`src/u8d_pkg.sv`:
```
// package with status codes, byte classes and the queue entry type
`timescale 1ns / 1ps
`default_nettype none

package u8d_pkg;

    localparam logic [2:0] ST_OK       = 3'd0;
    localparam logic [2:0] ST_BAD_LEAD = 3'd1;
    localparam logic [2:0] ST_BAD_CONT = 3'd2;
    localparam logic [2:0] ST_RANGE    = 3'd3;
    localparam logic [2:0] ST_TRUNC    = 3'd4;
    localparam logic [2:0] ST_END      = 3'd5;

    // class of a byte seen as a lead byte
    localparam logic [2:0] CL_ASCII = 3'd0;
    localparam logic [2:0] CL_BAD   = 3'd1;
    localparam logic [2:0] CL_LEAD2 = 3'd2;
    localparam logic [2:0] CL_LEAD3 = 3'd3;
    localparam logic [2:0] CL_LEAD4 = 3'd4;

    // lead bytes that restrict the second byte
    localparam logic [2:0] CK_NONE = 3'd0;
    localparam logic [2:0] CK_E0   = 3'd1;
    localparam logic [2:0] CK_ED   = 3'd2;
    localparam logic [2:0] CK_F0   = 3'd3;
    localparam logic [2:0] CK_F4   = 3'd4;

    localparam int unsigned CP_W  = 21;
    localparam int unsigned CNT_W = 3;
    localparam int unsigned RAW_W = 32;

    typedef struct packed {
        logic       end_mark;
        logic [7:0] data;
        logic [2:0] cls;
        logic       is_cont;
        logic [2:0] chk;
        logic       lt_a0;
        logic       lt_90;
    } t_u8d_req;

endpackage

`default_nettype wire

```
`src/u8d_front.sv`:
```
// front part: accepts a byte request and classifies it for the back part
`timescale 1ns / 1ps
`default_nettype none

module u8d_front (
    input  wire logic            i_valid,
    input  wire logic [7:0]      i_data,
    input  wire logic            i_last,
    output logic                 o_ready,
    input  wire logic            i_full,
    output logic                 o_push,
    output u8d_pkg::t_u8d_req    o_req
);
    import u8d_pkg::*;

    assign o_ready = !i_full;
    assign o_push  = i_valid && !i_full;

    always_comb begin
        o_req          = '0;
        o_req.end_mark = i_last;
        o_req.data     = i_data;
        o_req.is_cont  = (i_data inside {[8'h80:8'hBF]});
        o_req.lt_a0    = (i_data < 8'hA0);
        o_req.lt_90    = (i_data < 8'h90);
        if (i_data inside {[8'h00:8'h7F]}) begin
            o_req.cls = CL_ASCII;
        end else if (i_data inside {[8'hC2:8'hDF]}) begin
            o_req.cls = CL_LEAD2;
        end else if (i_data inside {[8'hE0:8'hEF]}) begin
            o_req.cls = CL_LEAD3;
        end else if (i_data inside {[8'hF0:8'hF4]}) begin
            o_req.cls = CL_LEAD4;
        end else begin
            o_req.cls = CL_BAD;
        end
        case (i_data)
            8'hE0:   o_req.chk = CK_E0;
            8'hED:   o_req.chk = CK_ED;
            8'hF0:   o_req.chk = CK_F0;
            8'hF4:   o_req.chk = CK_F4;
            default: o_req.chk = CK_NONE;
        endcase
    end

endmodule

`default_nettype wire

```
`src/u8d_queue.sv`:
```
// short request queue between the front and back parts
`timescale 1ns / 1ps
`default_nettype none

module u8d_queue #(
    parameter int unsigned DEPTH = 2
) (
    input  wire logic              i_clk,
    input  wire logic              i_rst_n,
    input  wire logic              i_push,
    input  wire u8d_pkg::t_u8d_req i_req,
    output logic                   o_full,
    input  wire logic              i_pop,
    output logic                   o_valid,
    output u8d_pkg::t_u8d_req      o_req
);
    import u8d_pkg::*;

    localparam int unsigned AW = (DEPTH > 1) ? $clog2(DEPTH) : 1;
    localparam int unsigned CW = $clog2(DEPTH + 1);
    localparam logic [AW-1:0] LAST_IDX = AW'(DEPTH - 1);
    localparam logic [CW-1:0] FULL_CNT = CW'(DEPTH);

    t_u8d_req      r_mem [DEPTH];
    logic [AW-1:0] r_wr_ptr, n_wr_ptr;
    logic [AW-1:0] r_rd_ptr, n_rd_ptr;
    logic [CW-1:0] r_count, n_count;
    logic          w_do_push, w_do_pop;

    assign o_full    = (r_count == FULL_CNT);
    assign o_valid   = (r_count != '0);
    assign o_req     = r_mem[r_rd_ptr];
    assign w_do_push = i_push && !o_full;
    assign w_do_pop  = i_pop && o_valid;

    always_comb begin
        n_wr_ptr = r_wr_ptr;
        n_rd_ptr = r_rd_ptr;
        n_count  = r_count;
        if (w_do_push) begin
            n_wr_ptr = (r_wr_ptr == LAST_IDX) ? '0 : r_wr_ptr + 1'b1;
        end
        if (w_do_pop) begin
            n_rd_ptr = (r_rd_ptr == LAST_IDX) ? '0 : r_rd_ptr + 1'b1;
        end
        if (w_do_push && !w_do_pop) begin
            n_count = r_count + 1'b1;
        end else if (w_do_pop && !w_do_push) begin
            n_count = r_count - 1'b1;
        end
    end

    always_ff @(posedge i_clk) begin
        if (!i_rst_n) begin
            r_wr_ptr <= '0;
            r_rd_ptr <= '0;
            r_count  <= '0;
        end else begin
            r_wr_ptr <= n_wr_ptr;
            r_rd_ptr <= n_rd_ptr;
            r_count  <= n_count;
        end
    end

    always_ff @(posedge i_clk) begin
        if (w_do_push) begin
            r_mem[r_wr_ptr] <= i_req;
        end
    end

endmodule

`default_nettype wire

```
`src/u8d_back.sv`:
```
// back part: assembles sequences, checks them and holds the result register
`timescale 1ns / 1ps
`default_nettype none

module u8d_back (
    input  wire logic                       i_clk,
    input  wire logic                       i_rst_n,
    input  wire logic                       i_valid,
    input  wire u8d_pkg::t_u8d_req          i_req,
    output logic                            o_pop,
    output logic                            o_valid,
    input  wire logic                       i_ready,
    output logic [2:0]                      o_status,
    output logic [u8d_pkg::CP_W-1:0]        o_code_point,
    output logic [u8d_pkg::CNT_W-1:0]       o_byte_count,
    output logic [u8d_pkg::RAW_W-1:0]       o_raw_bytes
);
    import u8d_pkg::*;

    logic [7:0]       r_held [3];
    logic [1:0]       r_cnt, n_cnt;
    logic [1:0]       r_last_idx, n_last_idx;
    logic [2:0]       r_chk, n_chk;
    logic             r_valid, n_valid;
    logic [2:0]       r_status, n_status;
    logic [CP_W-1:0]  r_cp, n_cp;
    logic [CNT_W-1:0] r_nbytes, n_nbytes;
    logic [RAW_W-1:0] r_raw, n_raw;
    logic             w_hold;
    logic             w_range_bad;
    logic [7:0]       w_b;

    assign o_pop        = i_valid && (!r_valid || i_ready);
    assign o_valid      = r_valid;
    assign o_status     = r_status;
    assign o_code_point = r_cp;
    assign o_byte_count = r_nbytes;
    assign o_raw_bytes  = r_raw;
    assign w_b          = i_req.data;

    assign w_range_bad = ((r_chk == CK_E0) && i_req.lt_a0)
                      || ((r_chk == CK_F0) && i_req.lt_90)
                      || ((r_chk == CK_ED) && !i_req.lt_a0)
                      || ((r_chk == CK_F4) && !i_req.lt_90);

    always_comb begin
        n_cnt      = r_cnt;
        n_last_idx = r_last_idx;
        n_chk      = r_chk;
        n_valid    = r_valid && !i_ready;
        n_status   = r_status;
        n_cp       = r_cp;
        n_nbytes   = r_nbytes;
        n_raw      = r_raw;
        w_hold     = 1'b0;
        if (o_pop) begin
            n_valid  = 1'b1;
            n_status = ST_OK;
            n_cp     = '0;
            n_nbytes = '0;
            n_raw    = '0;
            if (i_req.end_mark) begin
                n_status = (r_cnt != 2'd0) ? ST_TRUNC : ST_END;
                n_cnt    = 2'd0;
            end else if (r_cnt == 2'd0) begin
                case (i_req.cls)
                    CL_ASCII: begin
                        n_cp     = CP_W'(w_b);
                        n_nbytes = CNT_W'(1);
                        n_raw    = RAW_W'(w_b);
                    end
                    CL_LEAD2, CL_LEAD3, CL_LEAD4: begin
                        n_valid    = 1'b0;
                        w_hold     = 1'b1;
                        n_cnt      = 2'd1;
                        n_chk      = i_req.chk;
                        n_last_idx = (i_req.cls == CL_LEAD2) ? 2'd1
                                   : (i_req.cls == CL_LEAD3) ? 2'd2 : 2'd3;
                    end
                    default: begin
                        n_status = ST_BAD_LEAD;
                    end
                endcase
            end else if (!i_req.is_cont) begin
                n_status = ST_BAD_CONT;
                n_cnt    = 2'd0;
            end else if ((r_cnt == 2'd1) && w_range_bad) begin
                n_status = ST_RANGE;
                n_cnt    = 2'd0;
            end else if (r_cnt != r_last_idx) begin
                n_valid = 1'b0;
                w_hold  = 1'b1;
                n_cnt   = r_cnt + 2'd1;
            end else begin
                n_cnt    = 2'd0;
                n_nbytes = CNT_W'({1'b0, r_last_idx}) + CNT_W'(1);
                case (r_last_idx)
                    2'd1: begin
                        n_cp  = CP_W'({r_held[0][4:0], w_b[5:0]});
                        n_raw = RAW_W'({w_b, r_held[0]});
                    end
                    2'd2: begin
                        n_cp  = CP_W'({r_held[0][3:0], r_held[1][5:0], w_b[5:0]});
                        n_raw = RAW_W'({w_b, r_held[1], r_held[0]});
                    end
                    default: begin
                        n_cp  = {r_held[0][2:0], r_held[1][5:0], r_held[2][5:0], w_b[5:0]};
                        n_raw = {w_b, r_held[2], r_held[1], r_held[0]};
                    end
                endcase
            end
        end
    end

    always_ff @(posedge i_clk) begin
        if (!i_rst_n) begin
            r_cnt      <= 2'd0;
            r_last_idx <= 2'd1;
            r_chk      <= CK_NONE;
            r_valid    <= 1'b0;
        end else begin
            r_cnt      <= n_cnt;
            r_last_idx <= n_last_idx;
            r_chk      <= n_chk;
            r_valid    <= n_valid;
        end
    end

    always_ff @(posedge i_clk) begin
        r_status <= n_status;
        r_cp     <= n_cp;
        r_nbytes <= n_nbytes;
        r_raw    <= n_raw;
        if (w_hold) begin
            r_held[r_cnt] <= w_b;
        end
    end

endmodule

`default_nettype wire

```
`src/utf8_stream_decoder_unit.sv`:
```
// validating utf-8 stream decoder: one byte or end marker per request
// a result is valid in the cycle after its byte leaves the queue
// throughput: one byte per cycle while the output is not stalled by m_axis_tready
// bytes that only extend a sequence give no result
// reset clears the queue, held count and result valid; held bytes are not cleared
`timescale 1ns / 1ps
`default_nettype none

module utf8_stream_decoder_unit #(
    parameter int unsigned QUEUE_DEPTH = 2
) (
    input  wire logic        i_clk,
    input  wire logic        i_rst_n,
    input  wire logic        s_axis_tvalid,
    output logic             s_axis_tready,
    input  wire logic [7:0]  s_axis_tdata,   // data_byte
    input  wire logic        s_axis_tlast,   // end_marker
    output logic             m_axis_tvalid,
    input  wire logic        m_axis_tready,
    output logic [55:0]      m_axis_tdata,   // code_point, byte_count, raw_bytes
    output logic [2:0]       m_axis_tuser    // status
);
    import u8d_pkg::*;

    t_u8d_req         w_push_req, w_pop_req;
    logic             w_push, w_full, w_pop, w_q_valid;
    logic [CP_W-1:0]  w_cp;
    logic [CNT_W-1:0] w_nbytes;
    logic [RAW_W-1:0] w_raw;

    u8d_front u_front (
        .i_valid (s_axis_tvalid),
        .i_data  (s_axis_tdata),
        .i_last  (s_axis_tlast),
        .o_ready (s_axis_tready),
        .i_full  (w_full),
        .o_push  (w_push),
        .o_req   (w_push_req)
    );

    u8d_queue #(
        .DEPTH (QUEUE_DEPTH)
    ) u_queue (
        .i_clk   (i_clk),
        .i_rst_n (i_rst_n),
        .i_push  (w_push),
        .i_req   (w_push_req),
        .o_full  (w_full),
        .i_pop   (w_pop),
        .o_valid (w_q_valid),
        .o_req   (w_pop_req)
    );

    u8d_back u_back (
        .i_clk        (i_clk),
        .i_rst_n      (i_rst_n),
        .i_valid      (w_q_valid),
        .i_req        (w_pop_req),
        .o_pop        (w_pop),
        .o_valid      (m_axis_tvalid),
        .i_ready      (m_axis_tready),
        .o_status     (m_axis_tuser),
        .o_code_point (w_cp),
        .o_byte_count (w_nbytes),
        .o_raw_bytes  (w_raw)
    );

    assign m_axis_tdata = {w_raw, w_nbytes, w_cp};

endmodule

`default_nettype wire

```
`config.mk`:
```
export PLATFORM = sky130hd
export DESIGN_NAME = utf8_stream_decoder_unit
export DESIGN_NICKNAME = d
export VERILOG_FILES = /design/src/u8d_pkg.sv /design/src/u8d_front.sv /design/src/u8d_queue.sv /design/src/u8d_back.sv /design/src/utf8_stream_decoder_unit.sv
export SDC_FILE = /design/constraint.sdc
export NUM_CORES = 1
export LEC_CHECK = 0
export ABC_AREA = 1
export BUFFER_PORTS_ARGS = -buffer_cell sky130_fd_sc_hd__buf_2
export CORE_MARGIN = 10
export CORE_UTILIZATION = 52
export DETAILED_ROUTE_END_ITERATION = 16
export PLACE_DENSITY_LB_ADDON = 0.08
export SLEW_MARGIN = 20
export SYNTH_ARGS = -nofsm -noshare
export SYNTH_HDL_FRONTEND = slang
export SYNTH_SLANG_ARGS = --single-unit
export TNS_END_PERCENT = 5
```
`constraint.sdc`:
```
create_clock -name i_clk -period 3.85 [get_ports i_clk]
set_clock_uncertainty 0.15 [all_clocks]
set_input_delay 0.1925 -clock i_clk [delete_from_list [all_inputs] [get_ports i_clk]]
set_output_delay 0.1925 -clock i_clk [all_outputs]
set_load 0.005 [all_outputs]
```
==> impl_metrics.yaml <==
run_status:
  status: "completed"
flow_run:
  maxCapViolations: 0
clocking:
  cts_tree: "yes"
  clock_path_buffers: 2
  holdBufCountCts: 13
  insertion_delay_ns: 0.52
  clkSinkCount: 132
  clk_pin_slew_ns: 0.06
  cts_resized: 0
  clock-root-buffer: "clkbuf_8"
  cts_made_buffers: 17
  post_cts_buffers: 0
  htree_levels: 4
die:
  core-area_um2: 10300
  core.rowCount: 37
  ioPinCount: 74
  die_w_um: 123
  die_h_um: 123
  initial_core_util: 0.533
  die_area_um2: 15100
timing:
  post-route-period-util: 0.718
  max_clock_freq_ghz: 0.362
  period_minus_slack_ns: 2.77
  slew_violations: 0
  tightestPinTransition_ns: 1.10
  grt_setup_unrepaired: "false"
  relSlewSlack: 0.261
  setup_violations: 0
  hold_viol: 0
  setup_ws_ns: 1.08
  fin_setup_tns_ns: 0
synth:
  synth-seq-cells: 132
  synth-async-reset-ratio: 0
  yosys_warnings: 0
  synth_edf_count: 119
  synth_cell_type_count: 38
  syn_avg_cell_area_um2: 11.8
  ys.flop_type: "edfxtp_1"
  synthesis.area_um2: 5500
  syn_inst: 466
  synth.yosys.seq_area_share: 0.697
  synth_nets: 486
cells_and_area:
  final_core_util: 0.648
  register_area_um2: 3830
  layout_commonest_cell: "edfxtp_1"
  n_antenna_cell: 0
  final.fill_count: 791
  final_nets: 585
  multi_input_area_um2: 1370
  area_growth_pct: 21.6
  final_cell_mix: "119 x edfxtp_1, 83 x nand2_1, 73 x buf_2"
  final_layout_size_suffix_gt1_frac: 0.246
worst_setup_path:
  worst-path-stages: 9
  startpoint_type: "flip-flop"
  cp-end-kind: "flip-flop"
  crit_family: "simple AND/OR/NAND/NOR gates"
  crit_chain: "buf_4 -> nand2_1 -> o21ai_1 -> nand2_1 -> nand2_1 -> nand2_1 -> a21oi_1 -> nand3_1 -> nor2_1"
  cp.required_ns: 3.85
  r2r_cells: 9
  path_max_fanout: 12
  crit_slowest_cell: "dfxtp_1"
  arrival_ns: 2.77
  path_class: "reg -> reg"
  cp.buffers_inverters: 1
  critPathMostFrequentCell: "nand2_1"
  critPathMaxStageDelay_ns: 0.55
drt:
  viasPerCell: 5.16
  num_vias: 3685
  dr.pass1.iters: 5
  ant_nets: 0
  drc: 0
  wire_per_inst_um: 16.1
  wirelength_um: 11500
  drt_iter0_drc: 240
grt:
  grt_pass1_vias: 3547
  grt_pass1_wl_um: 18300
  grt_util_all_layers: 0.160
  antenna_found_initial: 0
  grt-ovfl-total: 0
  grt_max_degree: 63
placement:
  dp_slack_ns: 1.08
  dp_hpwl_um: 7820
  gp_congestion: 0.814
  io_buffer_count: 73
pwr:
  vdd_drop_max_mv: 0.380
  powerDensity_nw_per_um2: 795
  power.total_w: 0.00532
  total_leakage_power_nw: 2.72
min_path:
  hold_depth: 2
  min_path_type: "in -> reg"
## stage by stage
| step | hold slack, ns | instance area [um^2] | instances |
|---|---|---|---|
| 2_1_floorplan | 0.141 | 5500 | 466 |
| 3_3_place_gp | 0.232 | 6010 | 669 |
| 3_5_place_dp | 0.236 | 6010 | 669 |
| 4_1_cts | 0.209 | 6690 | 714 |
| 5_1_grt | 0.239 | 6690 | 714 |
| 6_report | 0.235 | 6690 | 714 |
## worst register-to-register path, stage by stage (launching register included)
cell and delay (ns):
dfxtp_1 0.55, buf_4 0.26, nand2_1 0.06, o21ai_1 0.13, nand2_1 0.12, nand2_1 0.09
nand2_1 0.12, a21oi_1 0.24, nand3_1 0.13, nor2_1 0.55
## registers in the layout (all words and copies together), names as in the netlist, named ones only
name / cells
u_queue.r_mem: 36
u_back.o_raw_bytes: 32
u_back.r_held: 24
u_back.o_code_point: 21
u_back.o_byte_count: 3
u_back.o_status: 3
u_back.r_chk: 3
u_back.r_cnt: 2
u_back.r_last_idx: 2
u_queue.r_count: 2
u_back.o_valid: 1
u_queue.r_rd_ptr: 1
u_queue.r_wr_ptr: 1
## worst paths after layout
check | startpoint | to | slack [ns]
setup / recovery | flip-flop | u_back.r_held[1][1] | 1.08
hold / removal | s_axis_tlast | u_queue.r_mem[1][17] | 0.24
setup reg to reg | flip-flop | u_back.r_held[1][1] | 1.08
hold reg to reg | u_queue.r_rd_ptr | u_queue.r_rd_ptr | 0.31
## cells by family after synthesis
group / count (synthesis) / share of synthesized area
DFF: 132 / 0.697
buffers and inverters: 72 / 0.0559
adders and majority gates: 7 / 0.0159
xor gates and xnor gates: 1 / 0.00159
and+or+nand+nor: 178 / 0.140
AOI/OAI and AO/OA: 76 / 0.0896
## final cells by class
class,count,share of cell area
Tap cell,136,0.0254
Clock buffer,18,0.0624
Timing Repair Buffer,91,0.0796
Clock inverter,14,0.0204
Sequential cell,132,0.573
Inverter,61,0.0346
Multi-Input combinational cell,262,0.205
## layer usage
| layer | track usage | wire (um) | part of all wire | up-vias |
|---|---|---|---|---|
| li1 | - | - | - | 1811 |
| met4 | 0.0736 | 227 | 0.020 | 0 |
| met5 | 0 | 0 | 0 | - |
| met2 | 0.256 | 5710 | 0.50 | 132 |
| met3 | 0.0556 | 973 | 0.085 | 26 |
| met1 | 0.190 | 4580 | 0.40 | 1716 |
## Yosys cell counts, types with 3 or more instances
library cell    n  share of area
o31ai_1         6         0.0082
a31oi_1         4         0.0045
ha_1            7          0.016
nand4_1         3         0.0034
edfxtp_1      119           0.65
o21ai_2         8          0.013
nand3_1        21          0.019
o32ai_1         3         0.0048
nor2_1         47          0.032
nor2_2          3         0.0034
a21oi_1         9         0.0082
clkbuf_1        5         0.0034
buf_6           4         0.0082
nand2_1        83          0.057
o21ai_0        31          0.028
nor3_1          4         0.0036
dfxtp_1        13          0.047
inv_1          58          0.040
or2_2           8         0.0091
a22oi_1         3         0.0041
nand2_2         5         0.0057
o21ai_1         3         0.0027
## power by group
group / switching, W / total (W) / internal [W]
clock network: 0.000576 / 0.00149 / 0.000914
registers: 0.000142 / 0.00230 / 0.00215
logic: 0.00105 / 0.00154 / 0.000490
total: 0.00176 / 0.00532 / 0.00356
Power figures use the tool's default switching activity.
